--- config.mk ---
export PLATFORM = sky130hd
export DESIGN_NAME = crc16_framed_byte_deframer_top
export DESIGN_NICKNAME = d
export VERILOG_FILES = /design/src/design/crcdf_pkg.sv /design/src/design/crc16_framed_byte_deframer_top.sv /design/src/design/crcdf_dp.sv /design/src/design/crcdf_ctrl.sv
export VERILOG_INCLUDE_DIRS = /design/src /design/src/design
export SDC_FILE = /design/constraint.sdc
export NUM_CORES = 1
export LEC_CHECK = 0
export ABC_AREA = 1
export BUFFER_PORTS_ARGS = -buffer_cell sky130_fd_sc_hd__buf_2
export CAP_MARGIN = 25
export CORE_MARGIN = 4
export CORE_UTILIZATION = 45
export DETAILED_ROUTE_END_ITERATION = 16
export SETUP_SLACK_MARGIN = 0.02
export SLEW_MARGIN = 20
export SYNTH_ARGS = -nofsm -noshare
export SYNTH_HDL_FRONTEND = slang
export SYNTH_SLANG_ARGS = --single-unit
--- constraint.sdc ---
create_clock -name aclk -period 3.5 [get_ports aclk]
set_input_delay 0.525 -clock aclk [delete_from_list [all_inputs] [get_ports aclk]]
set_output_delay 0.525 -clock aclk [all_outputs]
set_load 0.03 [all_outputs]
--- src/design/assert_macros.svh ---
// Assertion macros shared by the deframer RTL.
`ifndef ASSERT_MACROS_SVH
`define ASSERT_MACROS_SVH

`ifndef SYNTHESIS
`define ASSERT_NOW(lbl, clk, rstn, ante, cons) \
    lbl: assert property (@(posedge clk) disable iff (!(rstn)) (ante) |-> (cons)) \
        else $error("deframer assertion failed");
`define ASSERT_NEXT(lbl, clk, rstn, ante, cons) \
    lbl: assert property (@(posedge clk) disable iff (!(rstn)) (ante) |=> (cons)) \
        else $error("deframer assertion failed");
`else
`define ASSERT_NOW(lbl, clk, rstn, ante, cons)
`define ASSERT_NEXT(lbl, clk, rstn, ante, cons)
`endif

`endif

--- src/design/crcdf_pkg.sv ---
// Shared types and constants of the CRC-16 framed byte deframer.
`timescale 1ns / 1ps
`default_nettype none
package crcdf_pkg;

    localparam int CFG_AW  = 2;
    localparam int CFG_DW  = 8;
    localparam int LIMIT_W = 7;

    localparam logic [CFG_AW-1:0] CFG_SOF_FIRST  = 2'd0;
    localparam logic [CFG_AW-1:0] CFG_SOF_SECOND = 2'd1;
    localparam logic [CFG_AW-1:0] CFG_LIMIT      = 2'd2;

    localparam logic [7:0]         SOF_FIRST_RST  = 8'hAA;
    localparam logic [7:0]         SOF_SECOND_RST = 8'h55;
    localparam logic [LIMIT_W-1:0] LIMIT_RST      = 7'd64;

    localparam logic [15:0] CRC_INIT = 16'hFFFF;
    localparam logic [15:0] CRC_POLY = 16'h1021;

    typedef enum logic [3:0] {
        ST_SOF_A,
        ST_SOF_B,
        ST_ID,
        ST_LEN_LO,
        ST_LEN_HI,
        ST_DATA,
        ST_CRC_LO,
        ST_CRC_HI,
        ST_EMIT_RD,
        ST_EMIT_WR
    } state_t;

    typedef enum logic [1:0] {
        FS_GOOD     = 2'd0,
        FS_CRC_ERR  = 2'd1,
        FS_OVERSIZE = 2'd2
    } frame_status_t;

    typedef struct packed {
        logic          crc_init;
        logic          crc_feed;
        logic          cap_id;
        logic          cap_len_lo;
        logic          cap_len_hi;
        logic          store_byte;
        logic          cap_crc_lo;
        logic          load_status;
        frame_status_t status;
        logic          rd_start;
        logic          rd_issue;
        logic          load_data;
    } dp_cmd_t;

    typedef struct packed {
        logic sof_first_hit;
        logic sof_second_hit;
        logic over_limit;
        logic new_len_zero;
        logic held_len_zero;
        logic data_done;
        logic crc_match;
        logic crc_busy;
        logic out_free;
        logic rd_last;
    } dp_stat_t;

endpackage
`default_nettype wire

--- src/design/crc16_framed_byte_deframer_top.sv ---
// Top level of the CRC-16 framed byte deframer.
// Id, length and payload bytes: no new request until the previous byte's CRC bit steps end.
// Start-of-frame and CRC bytes: one request per cycle while CRC and output slot are free.
// Status result: registered at the edge that accepts the deciding byte, visible next cycle.
// Good payload burst: each byte is read in EMIT_RD, then output in EMIT_WR when out_free.
// Synchronous active-low reset clears control and config; payload memory is not cleared.
`timescale 1ns / 1ps
`default_nettype none
module crc16_framed_byte_deframer_top #(
    parameter int MAX_PAYLOAD = 64
) (
    input  wire logic                         aclk,
    input  wire logic                         aresetn,
    input  wire logic                         cfg_wr_en,
    input  wire logic [crcdf_pkg::CFG_AW-1:0] cfg_addr,
    input  wire logic [crcdf_pkg::CFG_DW-1:0] cfg_wdata,
    input  wire logic                         s_tvalid,
    output logic                              s_tready,
    input  wire logic [7:0]                   s_tdata,  // rx_byte
    output logic                              m_tvalid,
    input  wire logic                         m_tready,
    output logic [31:0]                       m_tdata,  // message_id, frame_length, data_byte
    output logic [2:0]                        m_tuser,  // frame_status, data_valid
    output logic                              m_tlast
);
    import crcdf_pkg::*;

    dp_cmd_t  cmd;
    dp_stat_t stat;

    crcdf_ctrl u_ctrl (
        .aclk     (aclk),
        .aresetn  (aresetn),
        .s_tvalid (s_tvalid),
        .s_tready (s_tready),
        .stat_i   (stat),
        .cmd_o    (cmd)
    );

    crcdf_dp #(
        .MAX_PAYLOAD (MAX_PAYLOAD)
    ) u_dp (
        .aclk      (aclk),
        .aresetn   (aresetn),
        .cfg_wr_en (cfg_wr_en),
        .cfg_addr  (cfg_addr),
        .cfg_wdata (cfg_wdata),
        .rx_byte   (s_tdata),
        .cmd_i     (cmd),
        .stat_o    (stat),
        .m_tvalid  (m_tvalid),
        .m_tready  (m_tready),
        .m_tdata   (m_tdata),
        .m_tuser   (m_tuser),
        .m_tlast   (m_tlast)
    );

endmodule
`default_nettype wire

--- src/design/crcdf_dp.sv ---
// Datapath of the deframer: configuration, header fields, bit-serial CRC, payload memory, output register.
`timescale 1ns / 1ps
`default_nettype none
`include "assert_macros.svh"
module crcdf_dp #(
    parameter int MAX_PAYLOAD = 64
) (
    input  wire logic                          aclk,
    input  wire logic                          aresetn,
    input  wire logic                          cfg_wr_en,
    input  wire logic [crcdf_pkg::CFG_AW-1:0]  cfg_addr,
    input  wire logic [crcdf_pkg::CFG_DW-1:0]  cfg_wdata,
    input  wire logic [7:0]                    rx_byte,
    input  wire crcdf_pkg::dp_cmd_t            cmd_i,
    output crcdf_pkg::dp_stat_t                stat_o,
    output logic                               m_tvalid,
    input  wire logic                          m_tready,
    output logic [31:0]                        m_tdata,  // message_id, frame_length, data_byte
    output logic [2:0]                         m_tuser,  // frame_status, data_valid
    output logic                               m_tlast
);
    import crcdf_pkg::*;

    localparam int CNT_W = $clog2(MAX_PAYLOAD + 1);
    localparam int IDX_W = (MAX_PAYLOAD > 1) ? $clog2(MAX_PAYLOAD) : 1;
    localparam logic [LIMIT_W-1:0] MAX_LIM = LIMIT_W'(MAX_PAYLOAD);

    logic [7:0]         sof_first_reg;
    logic [7:0]         sof_second_reg;
    logic [LIMIT_W-1:0] limit_reg;

    logic [7:0]       id_reg;
    logic [15:0]      len_reg;
    logic [CNT_W-1:0] idx_reg;
    logic [CNT_W-1:0] rd_idx_reg;
    logic [7:0]       crc_lo_reg;
    logic [15:0]      crc_reg;
    logic             crc_busy_reg;
    logic [2:0]       bit_cnt_reg;
    logic [7:0]       rdata_reg;
    logic [7:0]       mem [MAX_PAYLOAD];

    logic             m_tvalid_reg;
    frame_status_t    out_status_reg;
    logic [7:0]       out_id_reg;
    logic [15:0]      out_len_reg;
    logic [7:0]       out_data_reg;
    logic             out_dvalid_reg;
    logic             out_last_reg;

    logic [15:0]        new_len;
    logic [15:0]        len_full;
    logic [LIMIT_W-1:0] lim_eff;
    logic [CNT_W-1:0]   len_cnt;
    logic               out_free;

    function automatic logic [15:0] crc_shift(input logic [15:0] c);
        crc_shift = c[15] ? ({c[14:0], 1'b0} ^ CRC_POLY) : {c[14:0], 1'b0};
    endfunction

    assign new_len  = {rx_byte, len_reg[7:0]};
    assign len_full = cmd_i.cap_len_hi ? new_len : len_reg;
    assign lim_eff  = (limit_reg > MAX_LIM) ? MAX_LIM : limit_reg;
    assign len_cnt  = len_reg[CNT_W-1:0];
    assign out_free = !m_tvalid_reg || m_tready;

    always_comb begin
        stat_o.sof_first_hit  = (rx_byte == sof_first_reg);
        stat_o.sof_second_hit = (rx_byte == sof_second_reg);
        stat_o.over_limit     = (new_len > 16'(lim_eff));
        stat_o.new_len_zero   = (new_len == 16'd0);
        stat_o.held_len_zero  = (len_reg == 16'd0);
        stat_o.data_done      = ((idx_reg + CNT_W'(1)) == len_cnt);
        stat_o.crc_match      = ({rx_byte, crc_lo_reg} == crc_reg);
        stat_o.crc_busy       = crc_busy_reg;
        stat_o.out_free       = out_free;
        stat_o.rd_last        = ((rd_idx_reg + CNT_W'(1)) == len_cnt);
    end

    always_ff @(posedge aclk) begin
        if (!aresetn) begin
            sof_first_reg  <= SOF_FIRST_RST;
            sof_second_reg <= SOF_SECOND_RST;
            limit_reg      <= LIMIT_RST;
        end else if (cfg_wr_en) begin
            case (cfg_addr)
                CFG_SOF_FIRST:  sof_first_reg  <= cfg_wdata;
                CFG_SOF_SECOND: sof_second_reg <= cfg_wdata;
                CFG_LIMIT:      limit_reg      <= cfg_wdata[LIMIT_W-1:0];
                default: begin
                end
            endcase
        end
    end

    // One CRC bit per cycle; the first bit is taken in the cycle the byte arrives.
    always_ff @(posedge aclk) begin
        if (!aresetn) begin
            crc_busy_reg <= 1'b0;
            bit_cnt_reg  <= 3'd0;
        end else if (cmd_i.crc_feed) begin
            crc_busy_reg <= 1'b1;
            bit_cnt_reg  <= 3'd7;
        end else if (crc_busy_reg) begin
            bit_cnt_reg <= bit_cnt_reg - 3'd1;
            if (bit_cnt_reg == 3'd1) begin
                crc_busy_reg <= 1'b0;
            end
        end
    end

    always_ff @(posedge aclk) begin
        if (cmd_i.crc_init) begin
            crc_reg <= CRC_INIT;
        end else if (cmd_i.crc_feed) begin
            crc_reg <= crc_shift(crc_reg ^ {rx_byte, 8'h00});
        end else if (crc_busy_reg) begin
            crc_reg <= crc_shift(crc_reg);
        end
    end

    always_ff @(posedge aclk) begin
        if (cmd_i.cap_id) begin
            id_reg <= rx_byte;
        end
        if (cmd_i.cap_len_lo) begin
            len_reg <= {8'h00, rx_byte};
        end
        if (cmd_i.cap_len_hi) begin
            len_reg <= new_len;
            idx_reg <= '0;
        end
        if (cmd_i.store_byte) begin
            idx_reg <= idx_reg + CNT_W'(1);
        end
        if (cmd_i.cap_crc_lo) begin
            crc_lo_reg <= rx_byte;
        end
        if (cmd_i.rd_start) begin
            rd_idx_reg <= '0;
        end else if (cmd_i.load_data) begin
            rd_idx_reg <= rd_idx_reg + CNT_W'(1);
        end
    end

    always_ff @(posedge aclk) begin
        if (cmd_i.store_byte) begin
            mem[idx_reg[IDX_W-1:0]] <= rx_byte;
        end
        if (cmd_i.rd_issue) begin
            rdata_reg <= mem[rd_idx_reg[IDX_W-1:0]];
        end
    end

    always_ff @(posedge aclk) begin
        if (!aresetn) begin
            m_tvalid_reg <= 1'b0;
        end else if (cmd_i.load_status || cmd_i.load_data) begin
            m_tvalid_reg <= 1'b1;
        end else if (m_tready) begin
            m_tvalid_reg <= 1'b0;
        end
    end

    always_ff @(posedge aclk) begin
        if (cmd_i.load_status) begin
            out_status_reg <= cmd_i.status;
            out_id_reg     <= id_reg;
            out_len_reg    <= len_full;
            out_data_reg   <= 8'h00;
            out_dvalid_reg <= 1'b0;
            out_last_reg   <= 1'b1;
        end else if (cmd_i.load_data) begin
            out_status_reg <= FS_GOOD;
            out_id_reg     <= id_reg;
            out_len_reg    <= len_reg;
            out_data_reg   <= rdata_reg;
            out_dvalid_reg <= 1'b1;
            out_last_reg   <= stat_o.rd_last;
        end
    end

    assign m_tvalid = m_tvalid_reg;
    assign m_tdata  = {out_data_reg, out_len_reg, out_id_reg};
    assign m_tuser  = {out_dvalid_reg, out_status_reg};
    assign m_tlast  = out_last_reg;

    `ASSERT_NOW(a_feed_when_idle, aclk, aresetn, cmd_i.crc_feed, !crc_busy_reg)
    `ASSERT_NOW(a_no_overwrite, aclk, aresetn, cmd_i.load_status || cmd_i.load_data, out_free)
    `ASSERT_NOW(a_store_in_frame, aclk, aresetn, cmd_i.store_byte, 16'(idx_reg) < len_reg)

endmodule
`default_nettype wire

--- src/design/crcdf_ctrl.sv ---
// Controller of the deframer: frame phase state machine and burst sequencer.
`timescale 1ns / 1ps
`default_nettype none
`include "assert_macros.svh"
module crcdf_ctrl (
    input  wire logic                 aclk,
    input  wire logic                 aresetn,
    input  wire logic                 s_tvalid,
    output logic                      s_tready,
    input  wire crcdf_pkg::dp_stat_t  stat_i,
    output crcdf_pkg::dp_cmd_t        cmd_o
);
    import crcdf_pkg::*;

    state_t state_reg;
    state_t state_next;
    logic   in_phase;
    logic   acc;

    always_ff @(posedge aclk) begin
        if (!aresetn) begin
            state_reg <= ST_SOF_A;
        end else begin
            state_reg <= state_next;
        end
    end

    assign s_tready = in_phase && !stat_i.crc_busy && stat_i.out_free;
    assign acc      = s_tvalid && s_tready;

    always_comb begin
        state_next = state_reg;
        cmd_o      = '0;
        in_phase   = 1'b1;
        case (state_reg)
            ST_SOF_A: begin
                if (acc && stat_i.sof_first_hit) begin
                    state_next = ST_SOF_B;
                end
            end
            ST_SOF_B: begin
                if (acc) begin
                    if (stat_i.sof_second_hit) begin
                        cmd_o.crc_init = 1'b1;
                        state_next     = ST_ID;
                    end else begin
                        state_next = ST_SOF_A;
                    end
                end
            end
            ST_ID: begin
                if (acc) begin
                    cmd_o.cap_id   = 1'b1;
                    cmd_o.crc_feed = 1'b1;
                    state_next     = ST_LEN_LO;
                end
            end
            ST_LEN_LO: begin
                if (acc) begin
                    cmd_o.cap_len_lo = 1'b1;
                    cmd_o.crc_feed   = 1'b1;
                    state_next       = ST_LEN_HI;
                end
            end
            ST_LEN_HI: begin
                if (acc) begin
                    cmd_o.cap_len_hi = 1'b1;
                    cmd_o.crc_feed   = 1'b1;
                    if (stat_i.over_limit) begin
                        cmd_o.load_status = 1'b1;
                        cmd_o.status      = FS_OVERSIZE;
                        state_next        = ST_SOF_A;
                    end else if (stat_i.new_len_zero) begin
                        state_next = ST_CRC_LO;
                    end else begin
                        state_next = ST_DATA;
                    end
                end
            end
            ST_DATA: begin
                if (acc) begin
                    cmd_o.store_byte = 1'b1;
                    cmd_o.crc_feed   = 1'b1;
                    if (stat_i.data_done) begin
                        state_next = ST_CRC_LO;
                    end
                end
            end
            ST_CRC_LO: begin
                if (acc) begin
                    cmd_o.cap_crc_lo = 1'b1;
                    state_next       = ST_CRC_HI;
                end
            end
            ST_CRC_HI: begin
                if (acc) begin
                    if (!stat_i.crc_match) begin
                        cmd_o.load_status = 1'b1;
                        cmd_o.status      = FS_CRC_ERR;
                        state_next        = ST_SOF_A;
                    end else if (stat_i.held_len_zero) begin
                        cmd_o.load_status = 1'b1;
                        cmd_o.status      = FS_GOOD;
                        state_next        = ST_SOF_A;
                    end else begin
                        cmd_o.rd_start = 1'b1;
                        state_next     = ST_EMIT_RD;
                    end
                end
            end
            ST_EMIT_RD: begin
                in_phase       = 1'b0;
                cmd_o.rd_issue = 1'b1;
                state_next     = ST_EMIT_WR;
            end
            ST_EMIT_WR: begin
                in_phase = 1'b0;
                if (stat_i.out_free) begin
                    cmd_o.load_data = 1'b1;
                    state_next      = stat_i.rd_last ? ST_SOF_A : ST_EMIT_RD;
                end
            end
            default: begin
                in_phase   = 1'b0;
                state_next = ST_SOF_A;
            end
        endcase
    end

    `ASSERT_NEXT(a_emit_waits, aclk, aresetn,
        (state_reg == ST_EMIT_WR) && !stat_i.out_free, state_reg == ST_EMIT_WR)
    `ASSERT_NEXT(a_good_frame_emits, aclk, aresetn,
        (state_reg == ST_CRC_HI) && acc && stat_i.crc_match && !stat_i.held_len_zero,
        state_reg == ST_EMIT_RD)
    `ASSERT_NOW(a_no_request_in_burst, aclk, aresetn,
        (state_reg == ST_EMIT_RD) || (state_reg == ST_EMIT_WR), !s_tready)

endmodule
`default_nettype wire

==> results of run 1 <==
-- cells in the final DEF, fill, tap and decap left out, types with 4 or more instances in the layout --
master,count
clkbuf_1,15
inv_1,64
o22ai_1,128
o21ai_0,319
ha_1,11
clkbuf_16,73
nor3_1,9
nand4_1,10
nand2_1,312
clkinv_1,18
nand3_1,75
clkinv_2,12
dfxtp_1,62
nor2_1,437
xor2_1,6
nor2_2,4
bufinv_16,5
o211ai_1,10
o21ai_1,41
xnor2_1,24
buf_12,5
buf_4,63
a21oi_1,57
buf_2,60
inv_2,21
edfxtp_1,585
-- cell usage after synthesis, types with 2 or more instances --
master / instances / share of area [%]
nor2_4: 3 / 0.13
inv_1: 66 / 0.93
inv_2: 21 / 0.30
o22ai_1: 128 / 3.0
xor2_1: 6 / 0.20
nand4_1: 10 / 0.23
nand2_2: 3 / 0.070
nor3_1: 9 / 0.17
o221ai_1: 3 / 0.098
o21ai_1: 41 / 0.77
nor4_1: 2 / 0.047
nand3_2: 3 / 0.11
ha_1: 11 / 0.52
nand3b_1: 3 / 0.084
nor2_2: 4 / 0.094
nand2_1: 312 / 4.4
o21ai_0: 319 / 6.0
o211ai_1: 10 / 0.28
nand3_4: 2 / 0.13
a21oi_1: 57 / 1.1
nor2_1: 437 / 6.1
edfxtp_1: 585 / 66
nand3_1: 75 / 1.4
buf_4: 9 / 0.25
clkbuf_1: 73 / 1.0
clkinv_1: 6 / 0.084
xnor2_1: 24 / 0.79
buf_2: 35 / 0.66
dfxtp_1: 65 / 4.9
buf_1: 6 / 0.084
-- report_power, final --
part	switching, mW	internal, mW
Sequential	0.0499	8.48
Combinational	0.797	0.298
Clock	2.99	4.21
Total	3.84	13.0
-- kinds of logic (layout without fill, tap and decap cells) --
logic type	after synthesis	after routing	share of synthesized area (%)
XOR/XNOR	30	30	0.984
AND/OR/NAND/NOR	866	866	13.1
adder cells (fa/ha/maj)	11	11	0.515
buffers and inverters	218	346	3.39
AO/OA/AOI/OAI	563	563	11.3
flip-flops	650	650	70.6
-- stage by stage --
stage	utilization, %	std cells	total power [mW]	hold slack, ps
global route	51.3	3239	17.4	200
CTS	51.3	3239	16.9	147
global placement	47.5	3114	9.78	411
finish	51.3	3239	16.8	176
detailed placement	47.5	3114	9.79	405
floorplan	-	2338	9.33	400
-- critical path: cells and delay by family (launching register included) --
kind	cells	cell delay [ps]
buf+inv	4	390
flops	1	440
simple gates	6	1630
-- final timing paths --
| path | from | to | slack [ps] | cells after the start |
|---|---|---|---|---|
| hold / removal | cfg_wdata[7] | u_dp.sof_first_reg[7]$_SDFFE_PN1P_ | 180 | 3 |
| hold reg to reg | u_dp.id_reg[3]$_DFFE_PP_ | u_dp.out_id_reg[3]$_DFFE_PP_ | 420 | 0 |
| setup / recovery | u_ctrl.state_reg[2]$_SDFFE_PN0P_ | u_dp.mem[38][1]$_DFFE_PP_ | 650 | 10 |
| setup reg to reg | u_ctrl.state_reg[2]$_SDFFE_PN0P_ | u_dp.mem[38][1]$_DFFE_PP_ | 650 | 10 |
-- area by class of cell --
class	count	area, um^2
clock inverters	36	325
multi-input cells	1470	6940
well taps	773	967
clock buffers	89	1900
inverters	93	357
fillers	5037	28700
flip-flops and latches	650	18900
repair buffers	128	873
-- metal layers --
| metal | vias up | share of wire (%) | routed length (um) | GRT usage [%] |
|---|---|---|---|---|
| met5 | - | 0 | 0 | 0 |
| met4 | 0 | 4.1 | 2930 | 9.81 |
| met3 | 145 | 7.1 | 5110 | 3.63 |
| met2 | 729 | 46 | 33000 | 34.9 |
| met1 | 8955 | 43 | 30500 | 31.3 |
| li1 | 8500 | - | - | - |
==> out/qor.csv, run 1 <==
stage,metric,value,unit
timing,setup_tns,0,ps
worst_hold_path,min_path_type,primary input to flip-flop,
yosys,synth-seq-cells,650,
timing,fin_skew,20.0,ps
cells_and_area,finalNetCount,2446,
worst_setup_path,critPathLaunchType,flip-flop,
timing,slew_headroom,28.6,%
route,drtPass1Iterations,6,
route,final_antenna_net_count,0,
timing,rsz0062_at_grt,no,
route,wirelength,71500,um
clocking,cts_setup_buffers,0,
die,rows,89,
route,wl_per_cell,22.1,um
worst_setup_path,crit_required,3720,ps
placement,gp_congestion,0.901,
cells_and_area,drive_above_1_share,10.9,%
placement,hpwl,43800,um
timing,hold_viol,0,
clocking,clockBufferDepth,3,
power,leakagePower,10.5,nW
worst_setup_path,worstPathCellList,inv_1 -> nor2_2 -> inv_2 -> nor2_4 -> inv_2 -> nor2_4 -> inv_2 -> nor2_8 -> nand3_4 -> nor2_1,
grt,antenna_found_initial,0,
yosys,synth_warnings,0,
yosys,synth-edff-count,585,
run,timing.max_cap.violations,0,
worst_setup_path,crit_top_cell,inv_2,
grt,grt_pass1_wl,109000,um
yosys,postSynthCellCount,2338,
grt,globalRouteOverflowTotal,0,
clocking,cts_root_buffer,clkbuf_16,
cells_and_area,diodes,0,
die,io_pins,61,
worst_setup_path,cp_max_fo,8,
grt,grt_use_total,22.4,%
die,core,58900,um^2
yosys,syn_area_per_cell,11.4,um^2
route,via_per_inst,5.66,
route,drc,0,
power,p_per_area,557,nW/um^2
clocking,htree_levels,3,
die,die_area,63300,um^2
yosys,synth_area,26700,um^2
timing,setup_viol,0,
placement,place_ws,543,ps
worst_setup_path,crit_type,flip-flop to flip-flop,
clocking,cts_buffers,69,
yosys,synthFlopType,edfxtp_1,
timing,fin_crit,2850,ps
worst_setup_path,worstPathArrival,3060,ps
cells_and_area,synthToLayoutAreaGrowth,13.2,%
die,die-height,252,um
clocking,hold_buffers,0,
clocking,cts_resized,0,
yosys,synth_cell_type_count,40,
timing,drv_slew,0,
clocking,cts.clk_slew.worst_paths,60,ps
route,num_vias,18300,
route,detail_route.iter0.violations,1968,
grt,grt_max_degree,161,
timing,post-route-period-util,81.3,%
power,ir_worst_vdd,0.000485,V
yosys,synth_nets,2372,
die,initial_core_util,45.3,%
die,die_w,252,um
clocking,tritoncts,built,
worst_setup_path,cp-end-kind,flip-flop,
placement,placed_area,28000,um^2
cells_and_area,fin_area,30200,um^2
worst_setup_path,slowest_delay,710,ps
timing,fmax,351,MHz
placement,place.port_buffers,60,
clocking,clkLatencyLatePin,610,ps
grt,grt_pass1_vias,18000,
timing,fin_ws,655,ps
timing,worst_pin_slew,1070,ps
yosys,synth.yosys.seq_area_share,70.6,%
clocking,cts_sinks,650,
cells_and_area,largest_register_ffs,512,
worst_setup_path,cp_slowest_cell,nor2_1,
status,status,"complete, no violations",
yosys,postSynth.asyncResetShare,0,%
No activity file was read; power rests on OpenSTA's default activity.
==> inputs of run 2 (changes only) <==
--- a/config.mk
+++ b/config.mk
@@ -6,7 +6,7 @@
 export SDC_FILE = /design/constraint.sdc
 export NUM_CORES = 1
 export LEC_CHECK = 0
-export ABC_AREA = 1
+export ABC_AREA = 0
 export BUFFER_PORTS_ARGS = -buffer_cell sky130_fd_sc_hd__buf_2
 export CAP_MARGIN = 25
 export CORE_MARGIN = 4
==> constraint.sdc (replaced) <==
create_clock -name aclk -period 2.8 [get_ports aclk]
set_input_delay 0.42 -clock aclk [delete_from_list [all_inputs] [get_ports aclk]]
set_output_delay 0.42 -clock aclk [all_outputs]
set_load 0.03 [all_outputs]
==> out/qor.csv, run 2 <==
stage,metric,value,unit,change
yosys,synth_cell_type_count,50,,was 40
worst_setup_path,crit_type,flip-flop to flip-flop,,unchanged
timing,fin_hold_ws,74.8,ps,was 176 ps
placement,hpwl,40000,um,"was 43,800 um"
yosys,synth_top_cell_area_share,67.7,%,was 65.8%
route,num_vias,13600,,"was 18,300"
grt,globalRouteOverflowTotal,0,,unchanged
yosys,postSynthCellCount,1413,,"was 2,338"
worst_setup_path,r2r_slack,120,ps,was 650 ps
placement,gp_congestion,0.834,,was 0.901
timing,fin_skew,18.8,ps,was 20.0 ps
yosys,syn_area_per_cell,18.4,um^2,was 11.4 um^2
yosys,synth-edff-count,585,,unchanged
status,status,"complete, no violations",,unchanged
yosys,synth.area.top_cells,"edfxtp_1 68%, mux4_2 14%, dfxtp_1 5.0%",,"was edfxtp_1 66%, nor2_1 6.1%, o21ai_0 6.0%"
timing,worst_pin_slew,740,ps,was 1070 ps
yosys,synth_fa_ha_area_share,0.530,%,was 0.515%
clocking,cts_sinks,650,,unchanged
clocking,htree_levels,3,,unchanged
power,ir_worst_vdd,0.000560,V,was 0.000485 V
yosys,synth_mux_area_share,15.4,%,was 0%
route,wl_per_cell,25.1,um,was 22.1 um
worst_setup_path,cp-end-kind,flip-flop,,unchanged
die,die_w,248,um,was 252 um
cells_and_area,diodes,0,,unchanged
route,drc,0,,unchanged
clocking,cts_buffers,68,,was 69
grt,grt_pass1_vias,13700,,"was 18,000"
yosys,synth-seq-cells,650,,unchanged
grt,grt_max_degree,67,,was 161
clocking,cts.clk_slew.worst_paths,60,ps,about the same
die,io_pins,61,,unchanged
cells_and_area,finalNetCount,1662,,"was 2,446"
clocking,clockBufferDepth,3,,unchanged
yosys,postSynth.asyncResetShare,0,%,unchanged
die,die-height,248,um,was 252 um
cells_and_area,final_common_cell,edfxtp_1,,unchanged
yosys,synth_area,26000,um^2,"was 26,700 um^2"
route,via_per_inst,5.59,,was 5.66
grt,grt_use_total,20.3,%,was 22.4%
grt,antenna_found_initial,1,,was 0
yosys,synth-compound-area-share,2.00,%,was 11.3%
route,wirelength,61100,um,"was 71,500 um"
timing,setup_tns,0,ps,unchanged
yosys,synthFlopType,edfxtp_1,,unchanged
timing,drv_slew,0,,unchanged
timing,rsz0062_at_grt,no,,unchanged
run,timing.max_cap.violations,0,,unchanged
timing,post-route-period-util,95.7,%,was 81.3%
power,leakagePower,10.2,nW,was 10.5 nW
timing,fmax,373,MHz,was 351 MHz
die,rows,87,,was 89
worst_setup_path,cp_max_fo,27,,was 8
clocking,cts_root_buffer,clkbuf_16,,unchanged
timing,slew_headroom,50.7,%,was 28.6%
yosys,synth_most_common_cell,edfxtp_1,,unchanged
clocking,clkLatencyLatePin,590,ps,was 610 ps
route,drtPass1Iterations,6,,unchanged
clocking,cts_resized,0,,unchanged
yosys,synth_commonest_cells,"585 x edfxtp_1, 161 x mux4_2, 125 x nor2_1, 77 x nand2_1, 65 x dfxtp_1",,"was 585 x edfxtp_1, 437 x nor2_1, 319 x o21ai_0, 312 x nand2_1, 128 x o22ai_1"
placement,place.port_buffers,60,,unchanged
timing,hold_viol,0,,unchanged
yosys,synth_xor_area_share,2.26,%,was 0.984%
clocking,hold_buffers,0,,unchanged
power,p_per_area,647,nW/um^2,was 557 nW/um^2
clocking,tritoncts,built,,unchanged
die,die_area,61600,um^2,"was 63,300 um^2"
clocking,cts_setup_buffers,0,,unchanged
yosys,synth.yosys.seq_area_share,72.7,%,was 70.6%
cells_and_area,synthToLayoutAreaGrowth,17.4,%,was 13.2%
die,core,56700,um^2,"was 58,900 um^2"
yosys,synth-simple-area-share,5.42,%,was 13.1%
yosys,synth_warnings,0,,unchanged
timing,setup_viol,0,,unchanged
worst_setup_path,worstPathArrival,3010,ps,was 3060 ps
timing,fin_crit,2680,ps,was 2850 ps
worst_hold_path,min_path_type,primary input to flip-flop,,unchanged
worst_setup_path,critPathLaunchType,flip-flop,,unchanged
yosys,synth_nets,1447,,"was 2,372"
cells_and_area,final_cell_mix,"585 x edfxtp_1, 161 x mux4_2, 152 x buf_4",,"was 585 x edfxtp_1, 437 x nor2_1, 319 x o21ai_0"
yosys,synth_area_leader_cell,edfxtp_1,,unchanged
die,initial_core_util,45.8,%,was 45.3%
worst_setup_path,crit_required,3130,ps,was 3720 ps
cells_and_area,largest_register_ffs,512,,unchanged
yosys,synth_top_family_by_area,multiplexers,,was simple AND/OR/NAND/NOR gates
grt,grt_pass1_wl,91000,um,"was 109,000 um"
route,detail_route.iter0.violations,1236,,"was 1,968"
cells_and_area,drive_above_1_share,30.1,%,was 10.9%
route,final_antenna_net_count,0,,unchanged
[run 2: changes by cell type after synthesis, moves of 21 or more]
cell	before	now
nand2_1	312	77
inv_2	21	0
o21ai_0	319	6
xnor2_1	24	52
inv_1	66	16
nand3_1	75	32
nor2_1	437	125
mux4_2	0	161
o22ai_1	128	1
mux2i_1	0	30
clkbuf_1	73	47
o21ai_1	41	0
a21oi_1	57	31
[run 2: stage by stage]
step | setup slack (ps) | power (mW) | cell area (um^2) | cells | util, %
detailed placement | 99.9 | 11.1 | 28300 | 2314 | 49.9
global route | 21.8 | 20.3 | 30500 | 2435 | 53.8
finish | 119 | 19.7 | 30500 | 2435 | 53.8
global placement | 78.1 | 11.0 | 28300 | 2314 | 49.9
CTS | 87.5 | 19.9 | 30500 | 2435 | 53.8
floorplan | 31.1 | 10.8 | 26000 | 1413 | -
[run 2: worst paths after layout]
kind	start	to	depth (start not counted)
setup / recovery	u_dp.rd_idx_reg[0]$_SDFFE_PP0P_	u_dp.rdata_reg[0]$_DFFE_PN_	6
hold / removal	cfg_wdata[7]	u_dp.sof_first_reg[7]$_SDFFE_PN1P_	3
setup reg to reg	u_dp.rd_idx_reg[0]$_SDFFE_PP0P_	u_dp.rdata_reg[0]$_DFFE_PN_	6
hold reg to reg	u_dp.id_reg[2]$_DFFE_PP_	u_dp.out_id_reg[2]$_DFFE_PP_	0
[run 2: area by class of cell]
cell class / count / area [um^2]
Clock buffer: 88 / 1860
Inverter: 16 / 60.1
Timing Repair Buffer: 227 / 1740
Sequential cell: 650 / 18900
Clock inverter: 33 / 352
Tap cell: 756 / 946
Multi-Input combinational cell: 665 / 6660
Fill cell: 4427 / 26200
[run 2: critical path, cell delays in order (launching register included)]
cell and delay (ps):
dfxtp_4 410, buf_12 260, buf_4 210, mux4_2 510
mux4_2 490, mux2i_1 380, a21oi_1 140
[run 2: cell families after synthesis]
| kind of cell | count (synthesis) |
|---|---|
| compound gates | 79 |
| xor+xnor | 67 |
| fa+ha+maj | 11 |
| buf+inv | 98 |
| flops | 650 |
| mux | 197 |
| simple gates | 311 |
[run 2: report_power, final]
part           internal [mW]  switching (mW)
clock                   5.26            3.61
sequential              10.6         0.00812
combinational         0.0694           0.214
[run 2: metal layers]
layer | part of all wire, % | global-route usage, % | wire (um)
met5 | 0.021 | 0 | 13
met3 | 7.1 | 5.07 | 4350
met1 | 44 | 29.2 | 26600
met4 | 2.1 | 4.98 | 1260
met2 | 47 | 31.6 | 28800
